--- src/sra_pkg.sv ---
`default_nettype none

package sra_pkg;

  localparam int SLOT_COUNT_DEF  = 16;
  localparam int VALUE_WIDTH_DEF = 32;

  localparam int CMD_W   = 4;
  localparam int FIELD_W = 4;
  localparam int WORD_W  = 32;

  localparam logic [CMD_W-1:0] OP_ADD   = 4'd0;
  localparam logic [CMD_W-1:0] OP_SUB   = 4'd1;
  localparam logic [CMD_W-1:0] OP_MUL   = 4'd2;
  localparam logic [CMD_W-1:0] OP_DIV   = 4'd3;
  localparam logic [CMD_W-1:0] OP_MOD   = 4'd4;
  localparam logic [CMD_W-1:0] OP_AND   = 4'd5;
  localparam logic [CMD_W-1:0] OP_OR    = 4'd6;
  localparam logic [CMD_W-1:0] OP_XOR   = 4'd7;
  localparam logic [CMD_W-1:0] OP_SHL   = 4'd8;
  localparam logic [CMD_W-1:0] OP_SHR   = 4'd9;
  localparam logic [CMD_W-1:0] OP_WRITE = 4'd10;

  localparam logic STATUS_OK  = 1'b0;
  localparam logic STATUS_ERR = 1'b1;

  typedef struct packed {
    logic load;
    logic start;
    logic step;
    logic commit;
  } dp_cmd_t;

endpackage

`default_nettype wire

--- src/sra_ctrl.sv ---
`default_nettype none

module sra_ctrl
  import sra_pkg::*;
#(
  parameter int VALUE_WIDTH = VALUE_WIDTH_DEF
) (
  input  wire logic    clk,
  input  wire logic    rst,
  input  wire logic    in_valid,
  output logic         in_stall,
  output logic         out_valid,
  input  wire logic    out_stall,
  input  wire logic    iter_op,
  output dp_cmd_t      dp_cmd
);

  localparam int CNT_W = $clog2(VALUE_WIDTH);

  typedef enum logic [1:0] {
    S_IDLE,
    S_READ,
    S_RUN,
    S_FIN
  } state_t;

  state_t             state;
  logic [CNT_W-1:0]   cnt;

  always_comb begin
    dp_cmd.load   = in_valid && (state == S_IDLE);
    dp_cmd.start  = (state == S_READ) && iter_op;
    dp_cmd.step   = (state == S_RUN);
    dp_cmd.commit = (state == S_FIN) && (!out_valid || !out_stall);
    in_stall      = (state != S_IDLE);
  end

  always_ff @(posedge clk) begin
    if (rst) begin
      state     <= S_IDLE;
      out_valid <= 1'b0;
      cnt       <= '0;
    end else begin
      case (state)
        S_IDLE: begin
          if (in_valid) begin
            state <= S_READ;
          end
        end
        S_READ: begin
          if (iter_op) begin
            cnt   <= CNT_W'(VALUE_WIDTH - 1);
            state <= S_RUN;
          end else begin
            state <= S_FIN;
          end
        end
        S_RUN: begin
          if (cnt == '0) begin
            state <= S_FIN;
          end else begin
            cnt <= cnt - 1'b1;
          end
        end
        S_FIN: begin
          if (!out_valid || !out_stall) begin
            state <= S_IDLE;
          end
        end
        default: state <= S_IDLE;
      endcase

      // A finished word waits in the output register until it is taken.
      if (dp_cmd.commit) begin
        out_valid <= 1'b1;
      end else if (!out_stall) begin
        out_valid <= 1'b0;
      end
    end
  end

endmodule

`default_nettype wire

--- src/sra_dpath.sv ---
`default_nettype none

module sra_dpath
  import sra_pkg::*;
#(
  parameter int SLOT_COUNT  = SLOT_COUNT_DEF,
  parameter int VALUE_WIDTH = VALUE_WIDTH_DEF
) (
  input  wire logic               clk,
  input  wire logic               rst,
  input  wire dp_cmd_t            dp_cmd,
  input  wire logic [CMD_W-1:0]   cmd,
  input  wire logic [FIELD_W-1:0] dest_slot,
  input  wire logic [FIELD_W-1:0] first_source,
  input  wire logic [FIELD_W-1:0] second_source,
  input  wire logic [WORD_W-1:0]  write_value,
  output logic                    iter_op,
  output logic                    status,
  output logic [WORD_W-1:0]       written_value
);

  localparam int IDX_W = (SLOT_COUNT > 1) ? $clog2(SLOT_COUNT) : 1;
  localparam int SH_W  = $clog2(VALUE_WIDTH);
  localparam logic [FIELD_W:0] SLOTS = (FIELD_W + 1)'(SLOT_COUNT);

  logic [VALUE_WIDTH-1:0] slot_mem [SLOT_COUNT];
  logic [SLOT_COUNT-1:0]  slot_valid;

  logic [CMD_W-1:0]       op;
  logic [FIELD_W-1:0]     dest;
  logic [WORD_W-1:0]      wval;
  logic [VALUE_WIDTH-1:0] rd_a;
  logic [VALUE_WIDTH-1:0] rd_b;
  logic                   a_ok;
  logic                   b_ok;

  logic [VALUE_WIDTH-1:0] x;
  logic [VALUE_WIDTH-1:0] y;
  logic [VALUE_WIDTH-1:0] z;

  logic                   src1_in;
  logic                   src2_in;
  logic                   dest_in;
  logic [VALUE_WIDTH-1:0] a;
  logic [VALUE_WIDTH-1:0] b;
  logic                   is_mul;
  logic                   bad_op;
  logic                   big_shift;
  logic [VALUE_WIDTH-1:0] result;
  logic [VALUE_WIDTH:0]   rem_sh;
  logic [VALUE_WIDTH:0]   rem_diff;
  logic [VALUE_WIDTH-1:0] x_next;
  logic [VALUE_WIDTH-1:0] y_next;
  logic [VALUE_WIDTH-1:0] z_next;

  always_comb begin
    src1_in   = {1'b0, first_source} < SLOTS;
    src2_in   = {1'b0, second_source} < SLOTS;
    dest_in   = {1'b0, dest} < SLOTS;
    a         = a_ok ? rd_a : '0;
    b         = b_ok ? rd_b : '0;
    is_mul    = (op == OP_MUL);
    iter_op   = op inside {OP_MUL, OP_DIV, OP_MOD};
    bad_op    = !(op inside {[OP_ADD:OP_WRITE]});
    big_shift = b >= VALUE_WIDTH'(VALUE_WIDTH);

    case (op)
      OP_ADD:   result = a + b;
      OP_SUB:   result = a - b;
      OP_MUL:   result = z;
      OP_DIV:   result = y;
      OP_MOD:   result = z;
      OP_AND:   result = a & b;
      OP_OR:    result = a | b;
      OP_XOR:   result = a ^ b;
      OP_SHL:   result = big_shift ? '0 : (a << b[SH_W-1:0]);
      OP_SHR:   result = big_shift ? '0 : (a >> b[SH_W-1:0]);
      OP_WRITE: result = VALUE_WIDTH'(wval);
      default:  result = '0;
    endcase

    // Shift-add multiply keeps the product in z; restoring division keeps the
    // quotient in y and the remainder in z. A zero divisor yields all ones and
    // leaves the dividend as remainder without any special handling.
    rem_sh   = {z, y[VALUE_WIDTH-1]};
    rem_diff = rem_sh - {1'b0, b};
    if (is_mul) begin
      z_next = z + (y[0] ? x : '0);
      x_next = x << 1;
      y_next = y >> 1;
    end else begin
      x_next = x;
      if (!rem_diff[VALUE_WIDTH]) begin
        z_next = rem_diff[VALUE_WIDTH-1:0];
        y_next = {y[VALUE_WIDTH-2:0], 1'b1};
      end else begin
        z_next = rem_sh[VALUE_WIDTH-1:0];
        y_next = {y[VALUE_WIDTH-2:0], 1'b0};
      end
    end
  end

  always_ff @(posedge clk) begin
    if (dp_cmd.load) begin
      op   <= cmd;
      dest <= dest_slot;
      wval <= write_value;
      rd_a <= slot_mem[first_source[IDX_W-1:0]];
      rd_b <= slot_mem[second_source[IDX_W-1:0]];
      a_ok <= src1_in && slot_valid[first_source[IDX_W-1:0]];
      b_ok <= src2_in && slot_valid[second_source[IDX_W-1:0]];
    end

    if (dp_cmd.start) begin
      x <= a;
      y <= is_mul ? b : a;
      z <= '0;
    end else if (dp_cmd.step) begin
      x <= x_next;
      y <= y_next;
      z <= z_next;
    end

    if (dp_cmd.commit) begin
      if (!bad_op && dest_in) begin
        slot_mem[dest[IDX_W-1:0]] <= result;
      end
      status        <= bad_op ? STATUS_ERR : STATUS_OK;
      written_value <= (!bad_op && dest_in) ? WORD_W'(result) : '0;
    end
  end

  // Slots that were never written read as zero.
  always_ff @(posedge clk) begin
    if (rst) begin
      slot_valid <= '0;
    end else if (dp_cmd.commit && !bad_op && dest_in) begin
      slot_valid[dest[IDX_W-1:0]] <= 1'b1;
    end
  end

endmodule

`default_nettype wire

--- src/slot_register_alu.sv ---
// A word is loaded in S_IDLE, passes S_READ, steps through S_RUN for
// multiply, divide and modulo, which share one bit-serial shift-add/subtract
// unit, and is committed in S_FIN. No new word is taken until the last is
// committed; S_FIN waits while the output register holds an untaken word.
// Reset clears the controller, the output valid and all slot valid bits, so
// every slot reads as zero afterwards; no clearing pass is needed.
`default_nettype none

module slot_register_alu
  import sra_pkg::*;
#(
  parameter int SLOT_COUNT  = SLOT_COUNT_DEF,
  parameter int VALUE_WIDTH = VALUE_WIDTH_DEF
) (
  input  wire logic               clk,
  input  wire logic               rst,
  input  wire logic               in_valid,
  output logic                    in_stall,
  input  wire logic [CMD_W-1:0]   cmd,
  input  wire logic [FIELD_W-1:0] dest_slot,
  input  wire logic [FIELD_W-1:0] first_source,
  input  wire logic [FIELD_W-1:0] second_source,
  input  wire logic [WORD_W-1:0]  write_value,
  output logic                    out_valid,
  input  wire logic               out_stall,
  output logic                    status,
  output logic [WORD_W-1:0]       written_value
);

  dp_cmd_t dp_cmd;
  logic    iter_op;

  sra_ctrl #(
    .VALUE_WIDTH(VALUE_WIDTH)
  ) u_ctrl (
    .clk       (clk),
    .rst       (rst),
    .in_valid  (in_valid),
    .in_stall  (in_stall),
    .out_valid (out_valid),
    .out_stall (out_stall),
    .iter_op   (iter_op),
    .dp_cmd    (dp_cmd)
  );

  sra_dpath #(
    .SLOT_COUNT (SLOT_COUNT),
    .VALUE_WIDTH(VALUE_WIDTH)
  ) u_dpath (
    .clk          (clk),
    .rst          (rst),
    .dp_cmd       (dp_cmd),
    .cmd          (cmd),
    .dest_slot    (dest_slot),
    .first_source (first_source),
    .second_source(second_source),
    .write_value  (write_value),
    .iter_op      (iter_op),
    .status       (status),
    .written_value(written_value)
  );

  // Only one word is in flight, so an accepted word must close the input.
  a_busy_after_accept: assert property (@(posedge clk) disable iff (rst)
    in_valid && !in_stall |=> in_stall)
    else $error("input taken while a word was still in progress");

  // A result may only land in the output register when it is free.
  a_commit_has_room: assert property (@(posedge clk) disable iff (rst)
    dp_cmd.commit |-> (!out_valid || !out_stall))
    else $error("result committed over an untaken output word");

  a_load_commit_apart: assert property (@(posedge clk) disable iff (rst)
    !(dp_cmd.load && dp_cmd.commit))
    else $error("load and commit in the same cycle");

endmodule

`default_nettype wire
--- config.mk ---
export PLATFORM = sky130hd
export DESIGN_NAME = slot_register_alu
export DESIGN_NICKNAME = d
export VERILOG_FILES = /design/src/sra_pkg.sv /design/src/sra_ctrl.sv /design/src/sra_dpath.sv /design/src/slot_register_alu.sv
export SDC_FILE = /design/constraint.sdc
export NUM_CORES = 2
export LEC_CHECK = 0
export BUFFER_PORTS_ARGS = -buffer_cell sky130_fd_sc_hd__buf_2
export CAP_MARGIN = 20
export CORE_MARGIN = 2
export CORE_UTILIZATION = 50
export DETAILED_ROUTE_END_ITERATION = 16
export GPL_TIMING_DRIVEN = 1
export PLACE_DENSITY = 0.69
export SYNTH_ARGS = -nofsm -noshare
export SYNTH_HDL_FRONTEND = slang
export SYNTH_HIERARCHICAL = 1
export SYNTH_SLANG_ARGS = --single-unit
--- constraint.sdc ---
create_clock -name clk -period 8.7 [get_ports clk]
set_input_delay 0.435 -clock clk [delete_from_list [all_inputs] [get_ports clk]]
set_output_delay 0.435 -clock clk [all_outputs]
set_load 0.02 [all_outputs]
* Yosys cells after proc, flatten, opt, wreduce, memory -nomap -nowiden
Memories as Yosys holds them, arrays and structs flattened. A register that Yosys moved wholly into a read port is not among the register bits.
Index checks and enable logic that the tools add are counted.
** Cells by class
- Add/subtract/negate cells :: 5
- Order comparisons :: 7
- Eq/ne operators :: 19
- Shifts and indexed selects :: 2
- Multiplexer cells :: 36
- Bitwise operators :: 4
- Reduce and logical (&&, ||, !) cells :: 21
** Operator list (count)
- $mux 32 :: 14
- $pmux 32 s10 :: 1
- $add 32x32->32 :: 2
- $sub 33x32->33 :: 1
- $and 32x32->32 :: 1
- $ge 32x6->1 const B :: 1
- $or 32x32->32 :: 1
- $shl 32x5->32 :: 1
- $shr 32x5->32 :: 1
- $sub 32x32->32 :: 1
- $xor 32x32->32 :: 1
- $eq 4x3->1 const B :: 4
- $or 16x16->16 :: 1
- $lt 4x5->1 const B :: 3
- $eq 4x4->1 const B :: 3
- $mux 1 :: 11
- $mux 5 :: 2
- $pmux 5 s2 :: 1
- $bmux 1 s4 :: 2
- $eq 4x2->1 const B :: 2
- $ge 4x1->1 const B :: 2
- $pmux 2 s4 :: 1
- $reduce_bool 2->1 :: 4
- $logic_and 1x1->1 :: 6
- 18 further kinds :: 27
** Storage, ports and cells
- Register bits after elaboration :: 195
- Bits in writable memories :: 512
- Input bits :: 52
- Output and inout port bits :: 35
- Logic and storage cells :: 109
- Memories kept :: 1
** Memory list
- u_dpath.slot_mem :: depth 16, bits a word 32, read ports 2, clocked after Yosys merged registers in 2, write ports 1, line sra_dpath.sv:26 : logic [VALUE_WIDTH-1:0] slot_mem [SLOT_COUNT];

* Logic depth before layout (Yosys ltp)
- Depth in word-level cells :: 6
- Depth in mapped cells :: 22
- Depth with buffers taken out :: 18

* Cells and area by module
The synthesis kept the hierarchy.
** Modules (own cells, without submodules)
- sra_dpath :: instances 1, cells an instance 3293, area each 44729.1 µm², sequential area each 22431.5 µm²
- sra_ctrl :: instances 1, cells an instance 59, area each 534.3 µm², sequential area each 160.2 µm²

* Worst setup path after synthesis
Ideal clock, no wire load.
- Kind :: register to register
- Start point :: reg u_ctrl.state[0]
- End point :: mem u_dpath/slot_mem[8][0] (netlist name) (enable)
- Library setup time :: 0.463 ns
- Arrival :: 6.125 ns
- Required time :: 8.237 ns
- Setup slack :: 2.112 ns
- Stages on the path, launching flop included :: 5
- Buffers on the path :: 0
- Period minus slack after synthesis :: 6.588 ns
- Cells stage by stage :: dfxtp_1 -> ha_1 -> a21boi_0 -> nand4b_1 -> nor3_1
** RTL lines
- from (decl) :: line sra_ctrl.sv:27 : state_t state;
- from (signal assigned) :: line sra_ctrl.sv:40 : state <= S_IDLE;
- from (signal assigned) :: line sra_ctrl.sv:47 : state <= S_READ;
- from (signal assigned) :: line sra_ctrl.sv:53 : state <= S_RUN;
- to (decl) :: line sra_dpath.sv:26

* Final worst setup path
- Start point :: reg u_dpath.rd_b[0] (read register of u_dpath.slot_mem)
- End point :: mem u_dpath/slot_mem[14][24] (netlist name) (data pin)
** On the way
- Cells in the longest elaborated chain, start to end :: 4
- Elaborated cells on any way between the ends :: 9
- Classes of those cells :: 2 x add/sub; 1 x order compare; 2 x shift; 4 x mux
** RTL lines
- from (decl) :: line sra_dpath.sv:33 : logic [VALUE_WIDTH-1:0] rd_b;
- $mux 32 (*) :: line sra_dpath.sv:61 : b = b_ok ? rd_b : '0;
- $ge 32x6->1 (tied with other cells) :: line sra_dpath.sv:65 : big_shift = b >= VALUE_WIDTH'(VALUE_WIDTH);
- $mux 32 (on tied branches) :: line sra_dpath.sv:77, sra_dpath.sv:76
- $pmux 32 s10 (*) :: line sra_dpath.sv:67 : case (op)
- net u_dpath.result[24] :: line sra_dpath.sv:49 : logic [VALUE_WIDTH-1:0] result;
Mark *: on every way through the listed nets, which the timed path passes. The rest lies on a longest branch.

==> flow_metrics.tcl <==
set metrics [dict create \
    drt_iter0_drc 4546 \
    swShare 0.386 \
    p_leak_nw 17.8 \
    dp.cells 4485 \
    synth_ff_type "edfxtp_1" \
    drc 0 \
    wirelength_microns 145000 \
    cp_top_family "compound AO/OA/AOI/OAI gates" \
    seq_power_share 0.351 \
    ctsHtreeMaxLevel 3 \
    instances_no_fill 4685 \
    synth_top_area_cell "edfxtp_1" \
    synthArstFlopShare 0 \
    comb_power_share 0.401 \
    rsz0062_at_grt "false" \
    p_switching_mw 5.83 \
    dieArea_sq_um 92900 \
    wl_per_cell_microns 31.0 \
    synth_area_per_cell_sq_um 13.5 \
    die_w_microns 305 \
    tns_ps 0 \
    start_kind "register" \
    port_buffers 86 \
    crit_path_top_delay_cell "o31ai_1" \
    crit_buf_inv 0 \
    cp.required_ps 9110 \
    holdCritPathClass "input pin to register" \
    synth_warnings 6 \
    vias_per_cell 6.94 \
    ctsRootBufferMaster "clkbuf_16" \
    dp_hpwl_microns 96600 \
    max_cap_viol_count 0 \
    clk_path_buf_depth 3 \
    start_util 0.504 \
    grt.total_usage 0.310 \
    yosysTopAreaCellShare 0.474 \
    power_density_nw_per_um2 299 \
    ios 87 \
    worst_slew_pin_slew_ps 1240 \
    post_synth_num_cell_types 90 \
    synth_fp_nets 3570 \
    fmax_ghz 0.158 \
    slew_viol_final 0 \
    gp_congestion 1.01 \
    synth-seq-cells 771 \
    post-synth-top-count-cell "edfxtp_1" \
    cts_made_buffers 83 \
    clk_latency_ps 690 \
    tritoncts "built" \
    post_cts.repair.setup_buffers 0 \
    status "completed" \
    antenna_found_initial 2 \
    clk_pin_slew_ps 60 \
    grt_pass1_vias 31800 \
    layout-drive-gt1-share 0.231 \
    fin_nets 3655 \
    skew_ps 21.8 \
    synthTopCellsByArea "edfxtp_1 (47%), mux4_2 (19%), ha_1 (4.5%), dfxtp_1 (2.5%), nand2_1 (1.9%)" \
    grt_max_degree 69 \
    regToRegSetupSlack_ps 2360 \
    postSynthCellCount 3352 \
    irDropWorstVdd_mv 0.156 \
    rows 110 \
    synth_common_cells "edfxtp_1 (715), mux4_2 (390), nand2_1 (233), nor2_1 (205), clkbuf_1 (166)" \
    slew-limit-headroom 0.177 \
    post_synth_instance_area_sq_um 45300 \
    vias 32500 \
    crit_chain "nor3_1, nand3_1, o31ai_1, nor2_1, xnor2_1, ha_1, nand2_1, o31ai_1, a31o_2, a2111oi_0, nor3_1, a21oi_1, nor4b_1, a211o_1" \
    crit_arrival_ps 6750 \
    area_growth_pct 11.6 \
    die_h_microns 305 \
    critical-path-max-stage-delay_ps 760 \
    crit_path_max_fanout 24 \
    intPower_mw 9.26 \
    synth-edff-count 715 \
    power.clock.fraction 0.248 \
    setup_viol 0 \
    fin_crit_sh 0.729 \
    yosysSeqAreaShare 0.499 \
    hold_violations 0 \
    cts_num_sinks 771 \
    grt_pass1_wl_microns 214000 \
    end_kind "register" \
    finalCriticalPeriod_ps 6340 \
    gr-total-overflow 0 \
    ant_nets 0 \
    firstDrtPassIters 10 \
    design.core.area_sq_um 89900 \
    crit_type "register to register" \
]
## routing by layer
metal / global-route usage / vias up / share of wire
met4: 0.129 / 2 / 0.042
met1: 0.422 / 16500 / 0.38
met3: 0.0593 / 336 / 0.10
met5: 0 / - / 0.000090
li1: - / 13700 / -
met2: 0.493 / 1963 / 0.47
## worst register-to-register path, cell delays in order (launching register included)
cell and delay [ps]:
edfxtp_1 680, nor3_1 500, nand3_1 430, o31ai_1 760, nor2_1 140, xnor2_1 170
ha_1 380, nand2_1 70, o31ai_1 560, a31o_2 370, a2111oi_0 150, nor3_1 640
a21oi_1 240, nor4b_1 450, a211o_1 510
## per-stage QoR
stage	power, mW	setup WS [ps]	utilization	hold WS, ps	area (sq um)
2_1_floorplan	9.30	2110	-	452	45300
3_3_place_gp	11.2	2600	0.525	466	47200
3_5_place_dp	11.2	2630	0.525	486	47200
4_1_cts	15.0	2580	0.562	44.5	50500
5_1_grt	15.8	2100	0.562	99.6	50500
6_report	15.1	2360	0.562	72.6	50500
## sequential cells by signal, summed over array words and instances, names as in the netlist
signal	flops
u_dpath/x	32
u_dpath/rd_b	32
u_ctrl/out_valid	1
u_dpath/b_ok	1
u_dpath/z	32
u_dpath/wval	32
u_dpath/slot_valid	16
u_dpath/written_value	32
u_dpath/rd_a	32
u_dpath/a_ok	1
u_dpath/y	32
u_dpath/slot_mem	512
u_ctrl/state	2
u_ctrl/cnt	5
u_dpath/dest	4
u_dpath/status	1
u_dpath/op	4
## path summary, 6_finish.rpt
kind | start | end | cells past startpoint
setup / recovery | u_dpath/rd_b[0]$_DFFE_PP_ | u_dpath/slot_mem[14][24]$_DFFE_PP_ | 14
hold / removal | out_stall | u_ctrl/out_valid$_SDFFE_PP0P_ | 3
setup reg to reg | u_dpath/rd_b[0]$_DFFE_PP_ | u_dpath/slot_mem[14][24]$_DFFE_PP_ | 14
hold reg to reg | u_dpath/slot_valid[7]$_SDFFE_PP0P_ | u_dpath/slot_valid[7]$_SDFFE_PP0P_ | 2
## cells in the final DEF (no fill, tap or decap), types with 15 or more instances in the layout
cell           Yosys  final
clkinv_2           0     16
clkbuf_16          0     83
ha_1             163    162
and3_1            33     33
nand2_1          233    231
a31oi_1           27     27
buf_2              5     82
xnor2_1           67     67
clkinv_1           1     17
buf_4              0     92
or3_1             25     24
o22ai_1           22     22
o21ai_0          158    157
nand4_1           17     17
a222oi_1          31     31
mux2i_1           41     41
nand2b_1          27     27
o2111ai_1         16     16
nor2_1           205    190
edfxtp_1         715    715
xor2_1            31     31
a311oi_1          15     15
a21o_1            36     36
and2_1            44     41
mux4_2           390    390
nand3_1           68     68
mux2_2            40     40
a22oi_1           25     25
dfxtp_1           56     56
nor3_1            57     48
o211ai_1          47     47
a211oi_1          26     26
a221oi_1          29     29
a21boi_0          31     30
inv_1            101    100
dlygate4sd3_1      0     40
a21oi_1          151    151
## what timing repair did
action	in CTS	in global routing
gates resized for setup	0	0
endpoints found under the hold margin	40	0
hold buffers	40	0
## cells by family (layout without fill, tap and decap cells)
group           after synthesis  after routing  synth area share
other cells                   0              1                 0
fa+ha+maj                   166            166            0.0464
flops                       771            771             0.499
buf+inv                     324            480            0.0276
simple gates                771            771            0.0810
mux                         472            472             0.213
compound gates              750            750             0.114
xor+xnor                     98             98            0.0190
## layout make-up
class | instances | area, sq um
Timing Repair Buffer | 221 | 1580
Fill cell | 7147 | 39400
Multi-Input combinational cell | 2257 | 21600
Tap cell | 1176 | 1470
Inverter | 103 | 387
Clock inverter | 57 | 721
Antenna cell | 1 | 2.50
Sequential cell | 771 | 22600
Clock buffer | 99 | 2160
## power groups by stage
stage	Clock [mW]	Combinational, mW	Sequential (mW)
global placement	0	5.82	5.35
CTS	3.79	5.91	5.28
floorplan	0	4.15	5.16
detailed placement	0	5.86	5.35
finish	3.74	6.05	5.30
global route	3.93	6.52	5.31
Note: power is estimated with default switching activity, not from simulation.
